## src/sv/serial_command_byte_parser_defines.svh

```systemverilog
// ============================================================================
// Serial command byte parser assertion macros
// Concurrent check macros shared by the parser modules. Each one samples on
// the rising edge of clk and is disabled while rst_n is low.
// ============================================================================
`ifndef SERIAL_COMMAND_BYTE_PARSER_DEFINES_SVH
`define SERIAL_COMMAND_BYTE_PARSER_DEFINES_SVH

`ifndef ASSERT_OFF

// The condition holds at every sampled edge.
`define ASSERT_ALWAYS(label, cond) \
    label: assert property (@(posedge clk) disable iff (!rst_n) (cond)) \
        else $error("invariant check failed");

// The consequent holds in the same cycle as the antecedent.
`define ASSERT_IMPL(label, ante, cons) \
    label: assert property (@(posedge clk) disable iff (!rst_n) (ante) |-> (cons)) \
        else $error("same-cycle implication check failed");

// The consequent holds in the cycle after the antecedent.
`define ASSERT_NEXT(label, ante, cons) \
    label: assert property (@(posedge clk) disable iff (!rst_n) (ante) |=> (cons)) \
        else $error("next-cycle implication check failed");

`else

`define ASSERT_ALWAYS(label, cond)
`define ASSERT_IMPL(label, ante, cons)
`define ASSERT_NEXT(label, ante, cons)

`endif

`endif

```

## src/sv/scp_pkg.sv

```systemverilog
// ============================================================================
// Serial command byte parser package
// Types, character codes and reset values shared by the parser modules.
// ============================================================================
package scp_pkg;

    localparam logic [15:0] DEFAULT_PERIOD  = 16'd1000;
    localparam logic [2:0]  RESET_MODE      = 3'd0;
    localparam logic [15:0] MIN_PERIOD_RST  = 16'd10;
    localparam logic [15:0] MAX_PERIOD_RST  = 16'd10000;
    localparam logic [2:0]  MODE_LAST       = 3'd5;

    // ASCII codes recognised by the command decoder.
    localparam logic [7:0] CHR_T_UP = 8'h54;
    localparam logic [7:0] CHR_T_LO = 8'h74;
    localparam logic [7:0] CHR_L_UP = 8'h4C;
    localparam logic [7:0] CHR_L_LO = 8'h6C;
    localparam logic [7:0] CHR_M_UP = 8'h4D;
    localparam logic [7:0] CHR_M_LO = 8'h6D;
    localparam logic [7:0] CHR_0    = 8'h30;
    localparam logic [7:0] CHR_1    = 8'h31;
    localparam logic [7:0] CHR_5    = 8'h35;
    localparam logic [7:0] CHR_9    = 8'h39;
    localparam logic [7:0] CHR_CR   = 8'h0D;
    localparam logic [7:0] CHR_LF   = 8'h0A;
    localparam logic [7:0] CHR_SP   = 8'h20;

    typedef enum logic [1:0] {
        LETTER_IDLE,
        LETTER_T,
        LETTER_L,
        LETTER_M
    } letter_t;

    typedef enum logic {
        FUNC_BYTE,
        FUNC_TAKE
    } func_t;

    typedef enum logic {
        ACK_PERIOD,
        ACK_MODE
    } ack_kind_t;

    typedef enum logic [0:0] {
        CFG_MIN_PERIOD,
        CFG_MAX_PERIOD
    } cfg_idx_t;

    typedef struct packed {
        logic       func;
        logic [7:0] data;
        logic [1:0] ack_source;
    } item_t;

    typedef struct packed {
        logic [15:0] report_period;
        logic [2:0]  control_mode;
        logic        led_on;
        logic        ack_valid;
        logic [1:0]  ack_ports;
        logic        ack_kind;
        logic [15:0] ack_value;
    } result_t;

    // Handshake status of the input register as seen by the top level.
    typedef struct packed {
        logic full;
        logic stall;
    } stage_status_t;

endpackage

```

## src/sv/scp_in_stage.sv

```systemverilog
// ============================================================================
// Serial command byte parser input register
// Captures one transfer from the input channel and holds it until the
// command core consumes it.
// ============================================================================
module scp_in_stage
    import scp_pkg::*;
(
    input  logic          clk,
    input  logic          rst_n,
    input  logic          in_valid,
    input  item_t         in_item,
    input  logic          advance,
    output stage_status_t status,
    output item_t         item
);

    logic  full_reg;
    logic  full_next;
    logic  accept;
    item_t item_reg;

    // The register frees up in the same cycle as its item is consumed.
    assign status.full  = full_reg;
    assign status.stall = full_reg && !advance;
    assign accept       = in_valid && !status.stall;
    assign full_next    = accept || (full_reg && !advance);
    assign item         = item_reg;

    always_ff @(posedge clk or negedge rst_n)
    begin
        if (!rst_n)
        begin
            full_reg <= 1'b0;
        end
        else
        begin
            full_reg <= full_next;
        end
    end

    always_ff @(posedge clk)
    begin
        if (accept)
        begin
            item_reg <= in_item;
        end
    end

endmodule

```

## src/sv/scp_cmd_core.sv

```systemverilog
// ============================================================================
// Serial command byte parser command core
// Holds the parser state and configuration and works out the state after
// one item, together with the result it produces, combinationally.
// ============================================================================
`include "serial_command_byte_parser_defines.svh"

module scp_cmd_core
    import scp_pkg::*;
(
    input  logic        clk,
    input  logic        rst_n,
    input  logic        cfg_we,
    input  logic [0:0]  cfg_index,
    input  logic [15:0] cfg_data,
    input  logic        fire,
    input  item_t       item,
    output result_t     result
);

    logic [15:0] min_period_reg;
    logic [15:0] max_period_reg;
    letter_t     letter_reg;
    letter_t     letter_next;
    logic [31:0] acc_reg;
    logic [31:0] acc_next;
    logic [15:0] period_reg;
    logic [15:0] period_next;
    logic [2:0]  mode_reg;
    logic [2:0]  mode_next;
    logic        led_reg;
    logic        led_next;
    logic        ack_pending_reg;
    logic        ack_pending_next;
    logic [1:0]  ack_mask_reg;
    logic [1:0]  ack_mask_next;
    ack_kind_t   ack_kind_reg;
    ack_kind_t   ack_kind_next;
    logic [15:0] ack_value_reg;
    logic [15:0] ack_value_next;

    logic        is_digit;
    logic [3:0]  digit;
    logic [35:0] acc_prod;
    logic        acc_ovf;
    logic [31:0] acc_dig;
    logic [15:0] period_clamp;

    // acc * 10 + digit as acc * 8 + acc * 2 + digit; any bit above 31 means
    // the decimal value no longer fits.
    assign is_digit = (item.data >= CHR_0) && (item.data <= CHR_9);
    assign digit    = item.data[3:0];
    assign acc_prod = {1'b0, acc_reg, 3'b000} + {3'b000, acc_reg, 1'b0} + {32'd0, digit};
    assign acc_ovf  = |acc_prod[35:32];
    assign acc_dig  = acc_ovf ? {16'd0, max_period_reg} : acc_prod[31:0];

    always_comb
    begin
        priority if (acc_dig < {16'd0, min_period_reg})
        begin
            period_clamp = min_period_reg;
        end
        else if (acc_dig > {16'd0, max_period_reg})
        begin
            period_clamp = max_period_reg;
        end
        else
        begin
            period_clamp = acc_dig[15:0];
        end
    end

    always_comb
    begin
        letter_next      = letter_reg;
        acc_next         = acc_reg;
        period_next      = period_reg;
        mode_next        = mode_reg;
        led_next         = led_reg;
        ack_pending_next = ack_pending_reg;
        ack_mask_next    = ack_mask_reg;
        ack_kind_next    = ack_kind_reg;
        ack_value_next   = ack_value_reg;
        result.ack_valid = 1'b0;
        result.ack_ports = 2'd0;
        result.ack_kind  = 1'b0;
        result.ack_value = 16'd0;

        priority if (func_t'(item.func) == FUNC_TAKE)
        begin
            if (ack_pending_reg)
            begin
                result.ack_valid = 1'b1;
                result.ack_ports = ack_mask_reg;
                result.ack_kind  = logic'(ack_kind_reg);
                result.ack_value = ack_value_reg;
                ack_pending_next = 1'b0;
                ack_mask_next    = 2'd0;
            end
        end
        else if ((item.data == CHR_T_UP) || (item.data == CHR_T_LO))
        begin
            letter_next = LETTER_T;
            acc_next    = 32'd0;
        end
        else if ((letter_reg == LETTER_T) && is_digit)
        begin
            acc_next         = acc_dig;
            period_next      = period_clamp;
            ack_mask_next    = ack_mask_reg | item.ack_source;
            ack_kind_next    = ACK_PERIOD;
            ack_value_next   = period_clamp;
            ack_pending_next = 1'b1;
        end
        else if ((item.data == CHR_L_UP) || (item.data == CHR_L_LO))
        begin
            letter_next = LETTER_L;
        end
        else if ((letter_reg == LETTER_L) && ((item.data == CHR_0) || (item.data == CHR_1)))
        begin
            led_next    = (item.data == CHR_1);
            letter_next = LETTER_IDLE;
        end
        else if ((item.data == CHR_M_UP) || (item.data == CHR_M_LO))
        begin
            letter_next = LETTER_M;
        end
        else if ((letter_reg == LETTER_M) && (item.data >= CHR_0) && (item.data <= CHR_5))
        begin
            mode_next        = item.data[2:0];
            ack_mask_next    = ack_mask_reg | item.ack_source;
            ack_kind_next    = ACK_MODE;
            ack_value_next   = {13'd0, item.data[2:0]};
            ack_pending_next = 1'b1;
            letter_next      = LETTER_IDLE;
        end
        else if ((item.data == CHR_CR) || (item.data == CHR_LF) || (item.data == CHR_SP))
        begin
            letter_next = LETTER_IDLE;
        end

        result.report_period = period_next;
        result.control_mode  = mode_next;
        result.led_on        = led_next;
    end

    always_ff @(posedge clk or negedge rst_n)
    begin
        if (!rst_n)
        begin
            min_period_reg <= MIN_PERIOD_RST;
            max_period_reg <= MAX_PERIOD_RST;
        end
        else if (cfg_we)
        begin
            unique case (cfg_idx_t'(cfg_index))
                CFG_MIN_PERIOD: min_period_reg <= cfg_data;
                CFG_MAX_PERIOD: max_period_reg <= cfg_data;
                default:        min_period_reg <= min_period_reg;
            endcase
        end
    end

    always_ff @(posedge clk or negedge rst_n)
    begin
        if (!rst_n)
        begin
            letter_reg      <= LETTER_IDLE;
            acc_reg         <= 32'd0;
            period_reg      <= DEFAULT_PERIOD;
            mode_reg        <= RESET_MODE;
            led_reg         <= 1'b0;
            ack_pending_reg <= 1'b0;
            ack_mask_reg    <= 2'd0;
            ack_kind_reg    <= ACK_PERIOD;
            ack_value_reg   <= 16'd0;
        end
        else if (fire)
        begin
            letter_reg      <= letter_next;
            acc_reg         <= acc_next;
            period_reg      <= period_next;
            mode_reg        <= mode_next;
            led_reg         <= led_next;
            ack_pending_reg <= ack_pending_next;
            ack_mask_reg    <= ack_mask_next;
            ack_kind_reg    <= ack_kind_next;
            ack_value_reg   <= ack_value_next;
        end
    end

    // A take always leaves nothing pending, and the port mask only
    // accumulates while an acknowledge is pending.
    `ASSERT_NEXT(a_take_clears_pending, fire && (func_t'(item.func) == FUNC_TAKE), !ack_pending_reg)
    `ASSERT_IMPL(a_mask_needs_pending, !ack_pending_reg, ack_mask_reg == 2'd0)
    `ASSERT_ALWAYS(a_mode_in_range, mode_reg <= MODE_LAST)

endmodule

```

## src/sv/serial_command_byte_parser.sv

```systemverilog
// ============================================================================
// Serial command byte parser
// Decodes single-letter serial commands byte by byte and keeps the report
// period, control mode, indicator flag and pending acknowledge.
// ============================================================================
//
//  Channel   Handshake            Payload
//  -------   ------------------   -----------------------------------------
//  in        in_valid / in_stall  func, data, ack_source
//  out       out_valid/out_stall  report_period, control_mode, led_on,
//                                 ack_valid, ack_ports, ack_kind, ack_value
//  cfg       cfg_we               cfg_index, cfg_data (no read-back)
//
// One item is taken every cycle while out_stall is low; its result is presented
// once it has moved from the input register into the result register, and
// leaves from there when out_stall is low. This rate rests on the
// combinational update of the parser state in the command core, which
// each item reads and writes before the next one.
// Reset is asynchronous and active low; there is no clearing pass, and the
// block takes items as soon as reset is released.
// A stall on the output holds the result register; the input register still
// takes one more transfer, after which in_stall rises until the output moves.
//
`include "serial_command_byte_parser_defines.svh"

module serial_command_byte_parser
    import scp_pkg::*;
(
    input  logic        clk,
    input  logic        rst_n,

    input  logic        cfg_we,
    input  logic [0:0]  cfg_index,
    input  logic [15:0] cfg_data,

    input  logic        in_valid,
    output logic        in_stall,
    input  logic        func,
    input  logic [7:0]  data,
    input  logic [1:0]  ack_source,

    output logic        out_valid,
    input  logic        out_stall,
    output logic [15:0] report_period,
    output logic [2:0]  control_mode,
    output logic        led_on,
    output logic        ack_valid,
    output logic [1:0]  ack_ports,
    output logic        ack_kind,
    output logic [15:0] ack_value
);

    item_t         in_item;
    item_t         held_item;
    stage_status_t stage_status;
    logic          proc_fire;
    result_t       core_result;
    result_t       result_reg;
    logic          out_valid_reg;
    logic          out_valid_next;

    assign in_item.func       = func;
    assign in_item.data       = data;
    assign in_item.ack_source = ack_source;

    // The held item is processed whenever the result register is empty or
    // its current contents leave in this cycle.
    assign proc_fire = stage_status.full && (!out_valid_reg || !out_stall);
    assign in_stall  = stage_status.stall;

    scp_in_stage u_in_stage
    (
        .clk     (clk),
        .rst_n   (rst_n),
        .in_valid(in_valid),
        .in_item (in_item),
        .advance (proc_fire),
        .status  (stage_status),
        .item    (held_item)
    );

    scp_cmd_core u_cmd_core
    (
        .clk      (clk),
        .rst_n    (rst_n),
        .cfg_we   (cfg_we),
        .cfg_index(cfg_index),
        .cfg_data (cfg_data),
        .fire     (proc_fire),
        .item     (held_item),
        .result   (core_result)
    );

    // Result register: filled by each processed item, emptied by a transfer.
    assign out_valid_next = proc_fire || (out_valid_reg && out_stall);

    always_ff @(posedge clk or negedge rst_n)
    begin
        if (!rst_n)
        begin
            out_valid_reg <= 1'b0;
        end
        else
        begin
            out_valid_reg <= out_valid_next;
        end
    end

    always_ff @(posedge clk)
    begin
        if (proc_fire)
        begin
            result_reg <= core_result;
        end
    end

    assign out_valid     = out_valid_reg;
    assign report_period = result_reg.report_period;
    assign control_mode  = result_reg.control_mode;
    assign led_on        = result_reg.led_on;
    assign ack_valid     = result_reg.ack_valid;
    assign ack_ports     = result_reg.ack_ports;
    assign ack_kind      = result_reg.ack_kind;
    assign ack_value     = result_reg.ack_value;

    // Every processed item must land in the result register, and the input
    // side may only push back while it actually holds an item.
    `ASSERT_NEXT(a_fire_fills_result, proc_fire, out_valid_reg)
    `ASSERT_IMPL(a_stall_needs_item, in_stall, stage_status.full)

endmodule
```

## config.mk

```make
export PLATFORM = sky130hd
export DESIGN_NAME = serial_command_byte_parser
export DESIGN_NICKNAME = d
export VERILOG_FILES = /design/src/sv/scp_pkg.sv /design/src/sv/scp_in_stage.sv /design/src/sv/scp_cmd_core.sv /design/src/sv/serial_command_byte_parser.sv
export VERILOG_INCLUDE_DIRS = /design/src /design/src/sv
export SDC_FILE = /design/constraint.sdc
export NUM_CORES = 1
export LEC_CHECK = 0
export BUFFER_PORTS_ARGS = -buffer_cell sky130_fd_sc_hd__buf_2
export CAP_MARGIN = 20
export CORE_ASPECT_RATIO = 1.4
export CORE_MARGIN = 5
export CORE_UTILIZATION = 25
export CTS_BUF_LIST = sky130_fd_sc_hd__clkbuf_2
export CTS_CLUSTER_SIZE = 40
export DETAILED_ROUTE_END_ITERATION = 10
export MAX_ROUTING_LAYER = met4
export PLACE_DENSITY = 0.48
export SYNTH_ARGS = -nofsm -noshare
export SYNTH_HDL_FRONTEND = slang
export SYNTH_HIERARCHICAL = 1
export SYNTH_SLANG_ARGS = --single-unit
```

## constraint.sdc

```tcl
create_clock -name clk -period 8.14 [get_ports clk]
set_input_delay 1.221 -clock clk [delete_from_list [all_inputs] [get_ports clk]]
set_output_delay 1.221 -clock clk [all_outputs]
set_load 0.01 [all_outputs]
```

==> flow_metrics.tcl <==
set metrics [dict create \
    irDropWorstVdd_v 0.0000722 \
    synth-seq-cells 159 \
    worst_pin_slew_ps 883 \
    synthFlopType "dfrtp_1" \
    antenna_left 0 \
    status "finished clean" \
    nets 1173 \
    cts_made_buffers 17 \
    track_usage 0.129 \
    pre_cts_ws_ps 1110 \
    cp_common_cell "a21o_1" \
    syn_nets 1116 \
    startpoint_type "flip-flop" \
    cts_tree "done" \
    htree_levels 4 \
    rsz0062_at_grt "false" \
    fin_worst_hold_slack_ps 331 \
    synth_edf_count 51 \
    crit_start "u_in_stage/item[4]" \
    tns_ps 0 \
    port_buffers 74 \
    layout-drive-gt1-share 0.190 \
    antenna_found_initial 1 \
    critPathBufInv 3 \
    dieArea_mm2 0.0444 \
    num_rows 87 \
    grt_pass1_wl_um 44300 \
    placedInstanceArea_mm2 0.0109 \
    fin_cells 1592 \
    start_util 0.251 \
    drt_iter0_drc 485 \
    fin_crit_sh 0.859 \
    wire_per_inst_um 17.3 \
    hp-class "primary input to async pin" \
    clk_pin_slew_worst_paths_ps 240 \
    ys_seq_area_frac 0.423 \
    r2r_start "u_in_stage/item[4]" \
    place_inst 1558 \
    finish.utilization 0.280 \
    critPathMaxFanout 35 \
    avgSynthCellArea_um2 10.2 \
    layout_commonest_cell "nand2_1" \
    route.detailed.drc 0 \
    core_mm2 0.0401 \
    cts-root-buf "clkbuf_2" \
    final_area_mm2 0.0112 \
    crit_path_max_incr_delay_ps 580 \
    power.leakage_nw 5.10 \
    clk_latency_ps 820 \
    finalPower_mw 1.67 \
    dp_hpwl_um 21300 \
    grt_pass1_vias 8003 \
    num_vias 7806 \
    place.gp.congestion 0.882 \
    crit_path_end_kind "flip-flop" \
    cp.depth 26 \
    cellPowerDensity_mw_per_mm2 149 \
    synth-async-reset-ratio 0.679 \
    firstDrtPassIters 5 \
    via_per_inst 4.90 \
    post_cts_resized 0 \
    slowest_stage "edfxtp_1" \
    worst_r2r_path_depth 26 \
    cts_setup_buffers 0 \
    finClkSkew_ps 41.6 \
    wl_um 27600 \
    die_y_um 247 \
    finalSetupViolCount 0 \
    fmax_ghz 0.143 \
    cts_hold_buf 0 \
    fin_crit_ps 7000 \
    ios 75 \
    cap_violations 0 \
    relSlewSlack 0.410 \
    cts.sinks 159 \
    syn_area_mm2 0.0100 \
    hold_violations 0 \
    synthToLayoutAreaGrowth_pct 11.8 \
    die_w_um 179 \
    grt_max_degree 74 \
    cp.required_ps 8840 \
    largest_reg_flops 32 \
    slew_violations 0 \
    synthCells 987 \
    cts.path.max_buffers 2 \
    arrival_ps 7690 \
    fin_ws_ps 1140 \
    crit_family "compound AO/OA/AOI/OAI gates" \
    yosysUniqueCellTypes 77 \
    critPathKind "flip-flop to flip-flop" \
    grt-ovfl-total 0 \
    ys.warnings.count 6 \
    layout_common_cells "116 x nand2_1, 95 x dfrtp_1, 94 x ha_1" \
]
logic make-up after synthesis:
family	synth area share
AO/OA/AOI/OAI	0.203
multiplexers	0.0481
flip-flops	0.423
XOR/XNOR	0.0227
AND/OR/NAND/NOR	0.139
adder cells (fa/ha/maj)	0.121
buffers and inverters	0.0432
layout make-up:
cell class	instances	area, µm²
Clock inverter	14	165
Multi-Input combinational cell	735	5380
Tap cell	534	668
Clock buffer	18	90.1
Inverter	41	154
Timing Repair Buffer	90	520
Sequential cell	159	4250
Antenna cell	1	2.50
Fill cell	4345	28800
metal layers:
metal	share of wire	global-route usage	wire, µm	vias to the layer above
met2	0.54	0.237	14900	156
met3	0.025	0.0202	689	41
met5	0	-	0	-
met1	0.41	0.138	11200	3809
li1	-	-	-	3800
met4	0.029	0.0509	787	0
Yosys cell counts, drive strengths merged (4+ instances only):
master,n,share of area
a211oi,8,0.0082
a21o,13,0.0097
a21oi,62,0.036
a221o,5,0.0050
a22o,30,0.026
and2,4,0.0027
and3,27,0.017
buf,20,0.016
clkbuf,32,0.012
dfrtp,95,0.24
dfstp,13,0.034
edfxtp,51,0.15
ha,94,0.12
inv,41,0.015
mux2,28,0.032
mux2i,16,0.016
nand2,116,0.043
nand2b,5,0.0039
nand3,42,0.021
nand4,14,0.0087
nor2,34,0.013
nor2b,5,0.0031
nor3,10,0.0050
nor4,11,0.0068
o211ai,47,0.041
o21a,9,0.0067
o21ai,66,0.033
o21bai,6,0.0056
o31ai,4,0.0035
or2,4,0.0025
or3,6,0.0037
xnor2,17,0.015
xor2,9,0.0078
report_power, final:
| part | switching, mW | internal, mW | total, mW |
|---|---|---|---|
| clock network | 0.299 | 0.173 | 0.473 |
| logic | 0.151 | 0.105 | 0.256 |
| registers | 0.0453 | 0.901 | 0.946 |
| total | 0.496 | 1.18 | 1.67 |
path summary, 6_finish.rpt:
kind / endpoint / slack (ps)
setup / recovery: u_cmd_core/ack_value_reg[3] / 1140
hold / removal: u_cmd_core/acc_reg[0] / 330
setup reg to reg: u_cmd_core/ack_value_reg[3] / 1140
hold reg to reg: u_cmd_core/period_reg[3] / 520
max in group asynchronous: u_cmd_core/max_period_reg[9] / 6610
min in group clk: u_cmd_core/period_reg[3] / 520
Power figures use the tool's default switching activity.
